**src/rtl/plt_pkg.sv**
```systemverilog
// shared types and constants for the playlist timeline locator
package plt_pkg;

  localparam int MAX_FILES_DEF = 16;
  localparam int TIMEW = 44;
  localparam int DURW  = 40;
  localparam int TOTW  = 44;
  localparam int ELW   = 54;
  localparam int REMW  = 45;
  localparam int IDXOW = 4;

  localparam logic [DURW-1:0] UNKNOWN_US   = 40'd1800000000;
  localparam logic [DURW-1:0] LOOP_HIGH_US = 40'd60000000;
  localparam logic [DURW-1:0] LOOP_LOW_US  = 40'd5000000;

  localparam logic [1:0] OP_CLEAR  = 2'd0;
  localparam logic [1:0] OP_APPEND = 2'd1;
  localparam logic [1:0] OP_TICK   = 2'd2;

  localparam logic CFG_LOOP_ENABLE = 1'b0;
  localparam logic CFG_START_MS    = 1'b1;

  typedef struct packed {
    logic clear;
    logic append;
    logic tick_start;
    logic elap;
    logic div_step;
    logic scan_cmp;
    logic finish;
  } plt_cmd_t;

  typedef struct packed {
    logic no_timeline;
    logic count_zero;
    logic div_needed;
    logic div_last;
    logic scan_last;
    logic hit;
  } plt_stat_t;

endpackage

```
**src/rtl/plt_ram.sv**
```systemverilog
// generic single write port ram with registered read
module plt_ram #(
  parameter int WIDTH = 40,
  parameter int DEPTH = 16,
  localparam int AW = (DEPTH > 1) ? $clog2(DEPTH) : 1
) (
  input  logic             clk,
  input  logic             we,
  input  logic [AW-1:0]    waddr,
  input  logic [WIDTH-1:0] wdata,
  input  logic [AW-1:0]    raddr,
  output logic [WIDTH-1:0] rdata
);

  logic [WIDTH-1:0] mem [DEPTH];
  logic [WIDTH-1:0] rdata_r;

  always_ff @(posedge clk) begin
    if (we) begin
      mem[waddr] <= wdata;
    end
    rdata_r <= mem[raddr];
  end

  assign rdata = rdata_r;

endmodule

```
**src/rtl/plt_ctrl.sv**
```systemverilog
// controller state machine for the timeline locator
module plt_ctrl import plt_pkg::*; (
  input  logic       clk,
  input  logic       rst_n,
  input  logic       start,
  input  logic [1:0] opcode,
  input  plt_stat_t  stat,
  output plt_cmd_t   cmd,
  output logic       busy
);

  localparam logic [2:0] S_IDLE = 3'd0;
  localparam logic [2:0] S_ELAP = 3'd1;
  localparam logic [2:0] S_DIV  = 3'd2;
  localparam logic [2:0] S_RD   = 3'd3;
  localparam logic [2:0] S_CMP  = 3'd4;
  localparam logic [2:0] S_FIN  = 3'd5;

  logic [2:0] state_r, state_nxt;

  always_ff @(posedge clk) begin
    if (!rst_n) begin
      state_r <= S_IDLE;
    end else begin
      state_r <= state_nxt;
    end
  end

  always_comb begin
    cmd = '0;
    state_nxt = state_r;
    case (state_r)
      S_IDLE: begin
        if (start) begin
          case (opcode)
            OP_CLEAR:  cmd.clear = 1'b1;
            OP_APPEND: cmd.append = 1'b1;
            OP_TICK: begin
              if (!stat.no_timeline) begin
                cmd.tick_start = 1'b1;
                state_nxt = S_ELAP;
              end
            end
            default: ;
          endcase
        end
      end
      S_ELAP: begin
        cmd.elap = 1'b1;
        if (stat.count_zero) state_nxt = S_FIN;
        else if (stat.div_needed) state_nxt = S_DIV;
        else state_nxt = S_RD;
      end
      S_DIV: begin
        cmd.div_step = 1'b1;
        if (stat.div_last) state_nxt = S_RD;
      end
      S_RD: state_nxt = S_CMP;
      S_CMP: begin
        cmd.scan_cmp = 1'b1;
        if (stat.hit || stat.scan_last) state_nxt = S_FIN;
        else state_nxt = S_RD;
      end
      S_FIN: begin
        cmd.finish = 1'b1;
        state_nxt = S_IDLE;
      end
      default: state_nxt = S_IDLE;
    endcase
  end

  assign busy = (state_r != S_IDLE);

endmodule

```
**src/rtl/plt_dp.sv**
```systemverilog
// datapath: duration table, elapsed time, serial modulo, clip scan
module plt_dp import plt_pkg::*; #(
  parameter int MAX_FILES = MAX_FILES_DEF
) (
  input  logic              clk,
  input  logic              rst_n,
  input  plt_cmd_t          cmd,
  output plt_stat_t         stat,
  input  logic              cfg_we,
  input  logic              cfg_index,
  input  logic [TIMEW-1:0]  cfg_wdata,
  input  logic [DURW-1:0]   in_duration_us,
  input  logic [TIMEW-1:0]  in_now_ms,
  output logic              out_valid,
  output logic [IDXOW-1:0]  out_file_index,
  output logic [DURW-1:0]   out_offset_us,
  output logic              out_switch_file,
  output logic              out_loop_seek,
  output logic              out_table_full
);

  localparam int IDXW = (MAX_FILES > 1) ? $clog2(MAX_FILES) : 1;
  localparam int CW   = $clog2(MAX_FILES + 1);
  localparam int DCW  = $clog2(ELW);

  logic              loop_en_r;
  logic [TIMEW-1:0]  start_ms_r;
  logic [CW-1:0]     count_r;
  logic [TOTW-1:0]   total_r;
  logic [IDXOW-1:0]  cur_r;
  logic [DURW-1:0]   prev_r;
  logic [TIMEW-1:0]  diff_r;
  logic [ELW-1:0]    el_r;
  logic [REMW-1:0]   rem_r;
  logic [DCW-1:0]    dcnt_r;
  logic [ELW-1:0]    acc_r;
  logic [CW-1:0]     si_r;
  logic              found_r;
  logic [IDXW-1:0]   fidx_r;
  logic [DURW-1:0]   foff_r;
  logic [DURW-1:0]   last_d_r;
  logic              ov_r;
  logic [IDXOW-1:0]  oidx_r;
  logic [DURW-1:0]   ooff_r;
  logic              osw_r, ols_r, ofull_r;

  logic [DURW-1:0]   rdata, app_d;
  logic              full, ram_we;
  logic [TOTW:0]     tot_sum;
  logic [ELW-1:0]    el_mul;
  logic [REMW-1:0]   rem_sh, rem_sub;
  logic              rem_ge;
  logic [ELW:0]      acc_sum;
  logic [CW-1:0]     cnt_m1;
  logic [IDXW-1:0]   idx_sel;
  logic [DURW-1:0]   off_sel;
  logic [IDXW+IDXOW-1:0] idx_ext;
  logic [IDXOW-1:0]  idx4;
  logic              ls;

  assign full    = (count_r >= CW'(MAX_FILES));
  assign app_d   = (in_duration_us == '0) ? UNKNOWN_US : in_duration_us;
  assign ram_we  = cmd.append && !full;
  assign tot_sum = {1'b0, total_r} + {{(TOTW+1-DURW){1'b0}}, app_d};

  assign el_mul = {diff_r, 10'b0} - {6'b0, diff_r, 4'b0} - {7'b0, diff_r, 3'b0};

  assign rem_sh  = {rem_r[REMW-2:0], el_r[ELW-1]};
  assign rem_ge  = (rem_sh >= {1'b0, total_r});
  assign rem_sub = rem_sh - {1'b0, total_r};

  assign acc_sum = {1'b0, acc_r} + {{(ELW+1-DURW){1'b0}}, rdata};
  assign cnt_m1  = count_r - 1'b1;

  plt_ram #(.WIDTH(DURW), .DEPTH(MAX_FILES)) u_table (
    .clk   (clk),
    .we    (ram_we),
    .waddr (count_r[IDXW-1:0]),
    .wdata (app_d),
    .raddr (si_r[IDXW-1:0]),
    .rdata (rdata)
  );

  always_comb begin
    stat.no_timeline = (start_ms_r == '0);
    stat.count_zero  = (count_r == '0);
    stat.div_needed  = loop_en_r && (total_r != '0);
    stat.div_last    = (dcnt_r == DCW'(ELW - 1));
    stat.scan_last   = (si_r == cnt_m1);
    stat.hit         = ({1'b0, el_r} < acc_sum);
  end

  always_comb begin
    if (found_r) begin
      idx_sel = fidx_r;
      off_sel = foff_r;
    end else if (count_r == '0 || (loop_en_r && total_r != '0)) begin
      idx_sel = '0;
      off_sel = '0;
    end else begin
      idx_sel = cnt_m1[IDXW-1:0];
      off_sel = last_d_r;
    end
    idx_ext = {{IDXOW{1'b0}}, idx_sel};
    idx4    = idx_ext[IDXOW-1:0];
    ls = loop_en_r && (idx4 == '0) && (cur_r == '0) &&
         (prev_r > LOOP_HIGH_US) && (off_sel < LOOP_LOW_US);
  end

  always_ff @(posedge clk) begin
    if (!rst_n) begin
      loop_en_r  <= 1'b1;
      start_ms_r <= '0;
      count_r    <= '0;
      total_r    <= '0;
      cur_r      <= '0;
      prev_r     <= '0;
      ov_r       <= 1'b0;
    end else begin
      ov_r <= 1'b0;
      if (cfg_we) begin
        if (cfg_index == CFG_LOOP_ENABLE) loop_en_r <= cfg_wdata[0];
        else start_ms_r <= cfg_wdata;
      end
      if (cmd.clear) begin
        count_r <= '0;
        total_r <= '0;
      end
      if (cmd.append) begin
        ov_r    <= 1'b1;
        oidx_r  <= '0;
        ooff_r  <= '0;
        osw_r   <= 1'b0;
        ols_r   <= 1'b0;
        ofull_r <= full;
        if (!full) begin
          count_r <= count_r + 1'b1;
          total_r <= tot_sum[TOTW] ? {TOTW{1'b1}} : tot_sum[TOTW-1:0];
        end
      end
      if (cmd.finish) begin
        ov_r    <= 1'b1;
        oidx_r  <= idx4;
        ooff_r  <= off_sel;
        osw_r   <= (idx4 != cur_r);
        ols_r   <= ls;
        ofull_r <= 1'b0;
        cur_r   <= idx4;
        prev_r  <= off_sel;
      end
    end
  end

  always_ff @(posedge clk) begin
    if (cmd.tick_start) begin
      diff_r <= (in_now_ms >= start_ms_r) ? in_now_ms - start_ms_r : '0;
    end
    if (cmd.elap) begin
      el_r    <= el_mul;
      rem_r   <= '0;
      dcnt_r  <= '0;
      acc_r   <= '0;
      si_r    <= '0;
      found_r <= 1'b0;
    end
    if (cmd.div_step) begin
      dcnt_r <= dcnt_r + 1'b1;
      rem_r  <= rem_ge ? rem_sub : rem_sh;
      if (stat.div_last) begin
        el_r <= {{(ELW-REMW){1'b0}}, (rem_ge ? rem_sub : rem_sh)};
      end else begin
        el_r <= {el_r[ELW-2:0], 1'b0};
      end
    end
    if (cmd.scan_cmp) begin
      last_d_r <= rdata;
      if (stat.hit) begin
        found_r <= 1'b1;
        fidx_r  <= si_r[IDXW-1:0];
        foff_r  <= DURW'(el_r - acc_r);
      end else begin
        acc_r <= acc_sum[ELW-1:0];
        si_r  <= si_r + 1'b1;
      end
    end
  end

  assign out_valid       = ov_r;
  assign out_file_index  = oidx_r;
  assign out_offset_us   = ooff_r;
  assign out_switch_file = osw_r;
  assign out_loop_seek   = ols_r;
  assign out_table_full  = ofull_r;

endmodule

```
**src/rtl/playlist_timeline_locator_unit.sv**
```systemverilog
// playlist timeline locator top level
// clear and append run without raising busy; append result strobes on the next cycle
// a tick runs elapsed time, serial modulo (looping only), then read and compare per entry
// one item at a time: busy stays high while a tick runs through modulo and scan
// results show for one cycle on out_valid; the receiver cannot stall
// synchronous active-low reset clears the table count, total, current clip and out_valid
module playlist_timeline_locator_unit import plt_pkg::*; #(
  parameter int MAX_FILES = MAX_FILES_DEF
) (
  input  logic              clk,
  input  logic              rst_n,
  input  logic              start,
  output logic              busy,
  input  logic [1:0]        in_opcode,
  input  logic [DURW-1:0]   in_duration_us,
  input  logic [TIMEW-1:0]  in_now_ms,
  input  logic              cfg_we,
  input  logic              cfg_index,
  input  logic [TIMEW-1:0]  cfg_wdata,
  output logic              out_valid,
  output logic [IDXOW-1:0]  out_file_index,
  output logic [DURW-1:0]   out_offset_us,
  output logic              out_switch_file,
  output logic              out_loop_seek,
  output logic              out_table_full
);

  plt_cmd_t  cmd;
  plt_stat_t stat;

  plt_ctrl u_ctrl (
    .clk    (clk),
    .rst_n  (rst_n),
    .start  (start),
    .opcode (in_opcode),
    .stat   (stat),
    .cmd    (cmd),
    .busy   (busy)
  );

  plt_dp #(.MAX_FILES(MAX_FILES)) u_dp (
    .clk             (clk),
    .rst_n           (rst_n),
    .cmd             (cmd),
    .stat            (stat),
    .cfg_we          (cfg_we),
    .cfg_index       (cfg_index),
    .cfg_wdata       (cfg_wdata),
    .in_duration_us  (in_duration_us),
    .in_now_ms       (in_now_ms),
    .out_valid       (out_valid),
    .out_file_index  (out_file_index),
    .out_offset_us   (out_offset_us),
    .out_switch_file (out_switch_file),
    .out_loop_seek   (out_loop_seek),
    .out_table_full  (out_table_full)
  );

endmodule

```
**config.mk**
```make
export PLATFORM = sky130hd
export DESIGN_NAME = playlist_timeline_locator_unit
export DESIGN_NICKNAME = d
export VERILOG_FILES = /design/src/rtl/plt_pkg.sv /design/src/rtl/plt_ram.sv /design/src/rtl/plt_ctrl.sv /design/src/rtl/plt_dp.sv /design/src/rtl/playlist_timeline_locator_unit.sv
export SDC_FILE = /design/constraint.sdc
export NUM_CORES = 2
export LEC_CHECK = 0
export ABC_AREA = 1
export BUFFER_PORTS_ARGS = -buffer_cell sky130_fd_sc_hd__buf_2
export CAP_MARGIN = 5
export CORE_ASPECT_RATIO = 1.75
export CORE_MARGIN = 5
export CORE_UTILIZATION = 55
export DETAILED_ROUTE_END_ITERATION = 6
export GPL_TIMING_DRIVEN = 0
export PLACE_DENSITY = 0.72
export SLEW_MARGIN = 20
export SYNTH_ARGS = -nofsm -noshare
export SYNTH_HDL_FRONTEND = slang
export SYNTH_SLANG_ARGS = --single-unit
```
**constraint.sdc**
```tcl
create_clock -name clk -period 5.04 [get_ports clk]
set_input_delay 1.008 -clock clk [delete_from_list [all_inputs] [get_ports clk]]
set_output_delay 1.008 -clock clk [all_outputs]
set_load 0.02 [all_outputs]
```
==> metrics.txt <==
# TYPE chip_impl_metric gauge
chip_impl_metric{name="mappedNetlistArea",unit="mm²"} 0.0661
chip_impl_metric{name="timing_worst_slew_pin_value",unit="ns"} 1.24
chip_impl_info{name="ys_top_cells_by_count",value="sky130_fd_sc_hd__nand2_1 (1429), sky130_fd_sc_hd__nor2_1 (1105), sky130_fd_sc_hd__edfxtp_1 (919)"} 1
chip_impl_metric{name="met2_track_demand_over_resource",unit="%"} 68.5
chip_impl_info{name="cell_taking_the_most_area_after_synthesis",value="sky130_fd_sc_hd__edfxtp_1"} 1
chip_impl_metric{name="tns",unit="ns"} 0
chip_impl_metric{name="initial_util",unit="%"} 55.2
chip_impl_metric{name="postRouteAntennaNets",unit=""} 0
chip_impl_metric{name="htreeDepth",unit=""} 3
chip_impl_info{name="dominant_cells_by_area_after_synthesis",value="sky130_fd_sc_hd__edfxtp_1 (42%), sky130_fd_sc_hd__nand2_1 (8.1%), sky130_fd_sc_hd__dfxtp_1 (7.3%)"} 1
chip_impl_metric{name="setup-violations-final",unit=""} 0
chip_impl_metric{name="design.final.nets",unit=""} 8429
chip_impl_metric{name="antenna_found_initial",unit=""} 9
chip_impl_metric{name="dpl.hpwl",unit="µm"} 212000
chip_impl_metric{name="max-cap-violations",unit=""} 0
chip_impl_metric{name="cts.clk_slew.worst_paths",unit="ns"} 0.07
chip_impl_metric{name="die_w",unit="µm"} 272
chip_impl_metric{name="cp.required",unit="ns"} 5.54
chip_impl_metric{name="globalRouteOverflowTotal",unit=""} 0
chip_impl_info{name="cts_root_buffer",value="sky130_fd_sc_hd__clkbuf_16"} 1
chip_impl_metric{name="ys.warnings.count",unit=""} 0
chip_impl_metric{name="dr_total_vias",unit=""} 57900
chip_impl_info{name="crit_end_category",value="flop"} 1
chip_impl_metric{name="vdd_drop_max",unit="mV"} 0.499
chip_impl_info{name="min-delay-path-class",value="flop to flop"} 1
chip_impl_metric{name="netlist.area_leader.share",unit="%"} 41.8
chip_impl_metric{name="timing.critical_path.fanout_max",unit=""} 27
chip_impl_metric{name="wl",unit="µm"} 263000
chip_impl_metric{name="cts_inserted_buffers",unit=""} 103
chip_impl_metric{name="maxClockFrequency",unit="MHz"} 204
chip_impl_metric{name="area_delta_synth_final",unit="%"} 11.7
chip_impl_metric{name="powerDensity",unit="mW/mm²"} 493
chip_impl_metric{name="worstHoldPathCells",unit=""} 2
chip_impl_metric{name="fin_crit_sh",unit="%"} 97.3
chip_impl_metric{name="drt_pass1_iterations",unit=""} 6
chip_impl_metric{name="fin_worst_hold_slack",unit="ns"} 0.469
chip_impl_metric{name="ys_ff_latch",unit=""} 1161
chip_impl_metric{name="sequential_element_share_of_the_synthesized_area",unit="%"} 49.1
chip_impl_metric{name="worstRegToRegCells",unit=""} 22
chip_impl_metric{name="vias_per_cell",unit=""} 6.07
chip_impl_metric{name="hold_viol_final",unit=""} 0
chip_impl_metric{name="nets_in_the_synthesized_netlist",unit=""} 8106
chip_impl_metric{name="gate_count_after_technology_mapping",unit=""} 7605
chip_impl_metric{name="final_max_slew_viol_count",unit=""} 0
chip_impl_metric{name="gp_routability_congestion",unit=""} 1.10
chip_impl_info{name="cts_tree",value="done"} 1
chip_impl_metric{name="grtUsageMet1",unit="%"} 40.5
chip_impl_metric{name="multiInputGateArea",unit="mm²"} 0.0296
chip_impl_info{name="crit_path_start",value="u_dp.u_table.rdata[9]"} 1
chip_impl_metric{name="die-area",unit="mm²"} 0.127
chip_impl_metric{name="drive_gt1_share",unit="%"} 7.33
chip_impl_metric{name="critical_path_arrival",unit="ns"} 5.40
chip_impl_metric{name="floorplan.core_area",unit="mm²"} 0.120
chip_impl_metric{name="postLayoutCoreUtil",unit="%"} 61.7
chip_impl_metric{name="grt_pass1_wl",unit="µm"} 372000
chip_impl_metric{name="pin_count",unit=""} 184
chip_impl_info{name="worstReg2RegStart",value="u_dp.u_table.rdata[9]"} 1
chip_impl_metric{name="power.leakage",unit="µW"} 0.0290
chip_impl_info{name="min_from",value="u_dp.prev_r[11]"} 1
chip_impl_metric{name="synth_async_sr_flop_share",unit="%"} 0
chip_impl_metric{name="synth-edff-count",unit=""} 919
chip_impl_metric{name="synth.avg_cell_area",unit="µm²"} 8.69
chip_impl_metric{name="post-route-drc-count",unit=""} 0
chip_impl_metric{name="buffer_ports.inserted",unit=""} 183
chip_impl_metric{name="synth_cell_type_count",unit=""} 66
chip_impl_info{name="crit_type",value="flop to flop"} 1
chip_impl_metric{name="die_height",unit="µm"} 469
chip_impl_metric{name="seqCellArea",unit="mm²"} 0.0324
chip_impl_info{name="run_status",value="finished, final reports clean"} 1
chip_impl_metric{name="std_cell_rows",unit=""} 168
chip_impl_metric{name="all_layer_gr_usage",unit="%"} 40.1
chip_impl_info{name="startpoint_type",value="flop"} 1
chip_impl_metric{name="cts_buffer_depth",unit=""} 3
chip_impl_info{name="post-synth-top-count-cell",value="sky130_fd_sc_hd__nand2_1"} 1
chip_impl_metric{name="detail_route.iter0.violations",unit=""} 5505
chip_impl_metric{name="grt_pass1_vias",unit=""} 57400
chip_impl_metric{name="numClockSinks",unit=""} 1161
chip_impl_metric{name="post_drt_wl_per_cell",unit="µm"} 27.5
chip_impl_metric{name="cts_hold_buffers",unit=""} 0
chip_impl_info{name="grt.busiest_layer",value="met2"} 1
chip_impl_metric{name="period_needed",unit="ns"} 4.90
chip_impl_metric{name="fillerInstances",unit=""} 10500
chip_impl_metric{name="clk-insertion-delay-late",unit="ns"} 0.78
chip_impl_metric{name="groute.layer.met3.usage",unit="%"} 6.60
chip_impl_metric{name="slew_headroom",unit="%"} 17.1
chip_impl_metric{name="clock-skew-final",unit="ns"} 0.0944
chip_impl_metric{name="grt_max_degree",unit=""} 55
chip_impl_info{name="synth_top_flop_cell",value="sky130_fd_sc_hd__edfxtp_1"} 1
worst max-delay path: stages (launching register included):
cell	delay [ns]
sky130_fd_sc_hd__dfxtp_2	0.47
sky130_fd_sc_hd__ha_1	0.31
sky130_fd_sc_hd__inv_1	0.12
sky130_fd_sc_hd__o21bai_2	0.15
sky130_fd_sc_hd__a21oi_1	0.27
sky130_fd_sc_hd__inv_1	0.20
sky130_fd_sc_hd__a21oi_1	0.26
sky130_fd_sc_hd__o21ai_4	0.18
sky130_fd_sc_hd__nand3_1	0.11
sky130_fd_sc_hd__nand3_1	0.30
sky130_fd_sc_hd__nand2_1	0.18
sky130_fd_sc_hd__xor2_1	0.26
sky130_fd_sc_hd__ha_1	0.18
sky130_fd_sc_hd__nand4_1	0.11
sky130_fd_sc_hd__nor4_2	0.26
sky130_fd_sc_hd__inv_1	0.13
sky130_fd_sc_hd__nor4_4	0.19
sky130_fd_sc_hd__nand4_1	0.15
sky130_fd_sc_hd__nand2_2	0.15
sky130_fd_sc_hd__inv_1	0.09
sky130_fd_sc_hd__nand2_4	0.16
sky130_fd_sc_hd__clkinv_8	0.16
sky130_fd_sc_hd__buf_12	0.20
stage by stage:
stage	setup slack, ns	cells	area, µm²	power, µW
2_1_floorplan	0.717	7605	66100	21200
3_3_place_gp	-2.18	9318	68900	27100
3_5_place_dp	-1.04	9352	69800	27300
4_1_cts	0.0291	9547	73600	35800
5_1_grt	-0.0141	9549	73800	37800
6_report	0.137	9551	73800	36400
kinds of logic (layout without fill, tap and decap cells):
kind of cell,count (synthesis),count (layout),share of synthesized area [%]
buf+inv,1137,1550,6.66
simple gates,3143,3143,19.6
mux,63,63,0.954
other cells,0,3,0
compound gates,1555,1555,13.9
xor+xnor,180,180,2.39
flops,1161,1161,49.1
fa+ha+maj,366,366,7.41
registers in the layout, summed over array words and instances (netlist names), 3 cells and up:
| register | cells |
|---|---|
| u_dp.u_table.mem | 640 |
| u_dp.acc_r | 54 |
| u_dp.el_r | 54 |
| u_dp.diff_r | 44 |
| u_dp.rem_r | 44 |
| u_dp.start_ms_r | 44 |
| u_dp.total_r | 44 |
| u_dp.foff_r | 40 |
| u_dp.last_d_r | 40 |
| u_dp.out_offset_us | 40 |
| u_dp.prev_r | 40 |
| u_dp.u_table.rdata | 40 |
| u_dp.dcnt_r | 6 |
| u_dp.count_r | 5 |
| u_dp.si_r | 5 |
| u_dp.cur_r | 4 |
| u_dp.fidx_r | 4 |
| u_dp.out_file_index | 4 |
| u_ctrl.state_r | 3 |
cells in the final DEF (no fill, tap or decap), drive strengths merged, types with 242 or more instances in the layout:
master  synthesis  final
nand2        1434   1434
nor2         1107   1107
edfxtp        919    919
inv           872    879
o21ai         601    601
a21oi         489    489
nand3         351    351
clkbuf        210    326
ha            324    324
buf            52    270
dfxtp         242    242
layer usage:
metal  vias to the layer above  share of wire, %
met3                      1019               6.8
li1                      26700                 -
met4                        10                13
met1                     27400                32
met2                      2844                48
met5                         -             0.026
path summary, 6_finish.rpt:
path | to | slack (ns)
max reg2reg | u_dp.foff_r[35] | 0.14
min reg2reg | u_dp.prev_r[11] | 0.47
min | u_dp.prev_r[11] | 0.47
max | u_dp.foff_r[35] | 0.14
power breakdown:
group,total [µW],internal (µW),leakage [µW],switching (µW)
Sequential,12500,11400,0.0103,1170
Clock,8600,4730,0.00176,3870
Combinational,15200,4490,0.0169,10800
final cells by class:
type / count / share of cell area [%]
antenna: 3 / 0.0102
timing repair buffer: 218 / 2.29
sequential: 1161 / 44.0
clock inverter: 79 / 1.38
inverter: 875 / 4.47
tap: 1530 / 2.59
buffer: 262 / 1.54
clock buffer: 116 / 3.59
multi-input combinational: 5307 / 40.2
what timing repair did:
item                                    CTS  global route
gates resized for setup                  21            45
pin swaps                                 0             1
endpoints found under the setup margin  145           111
setup buffers                             0             1
Power figures use the tool's default switching activity.
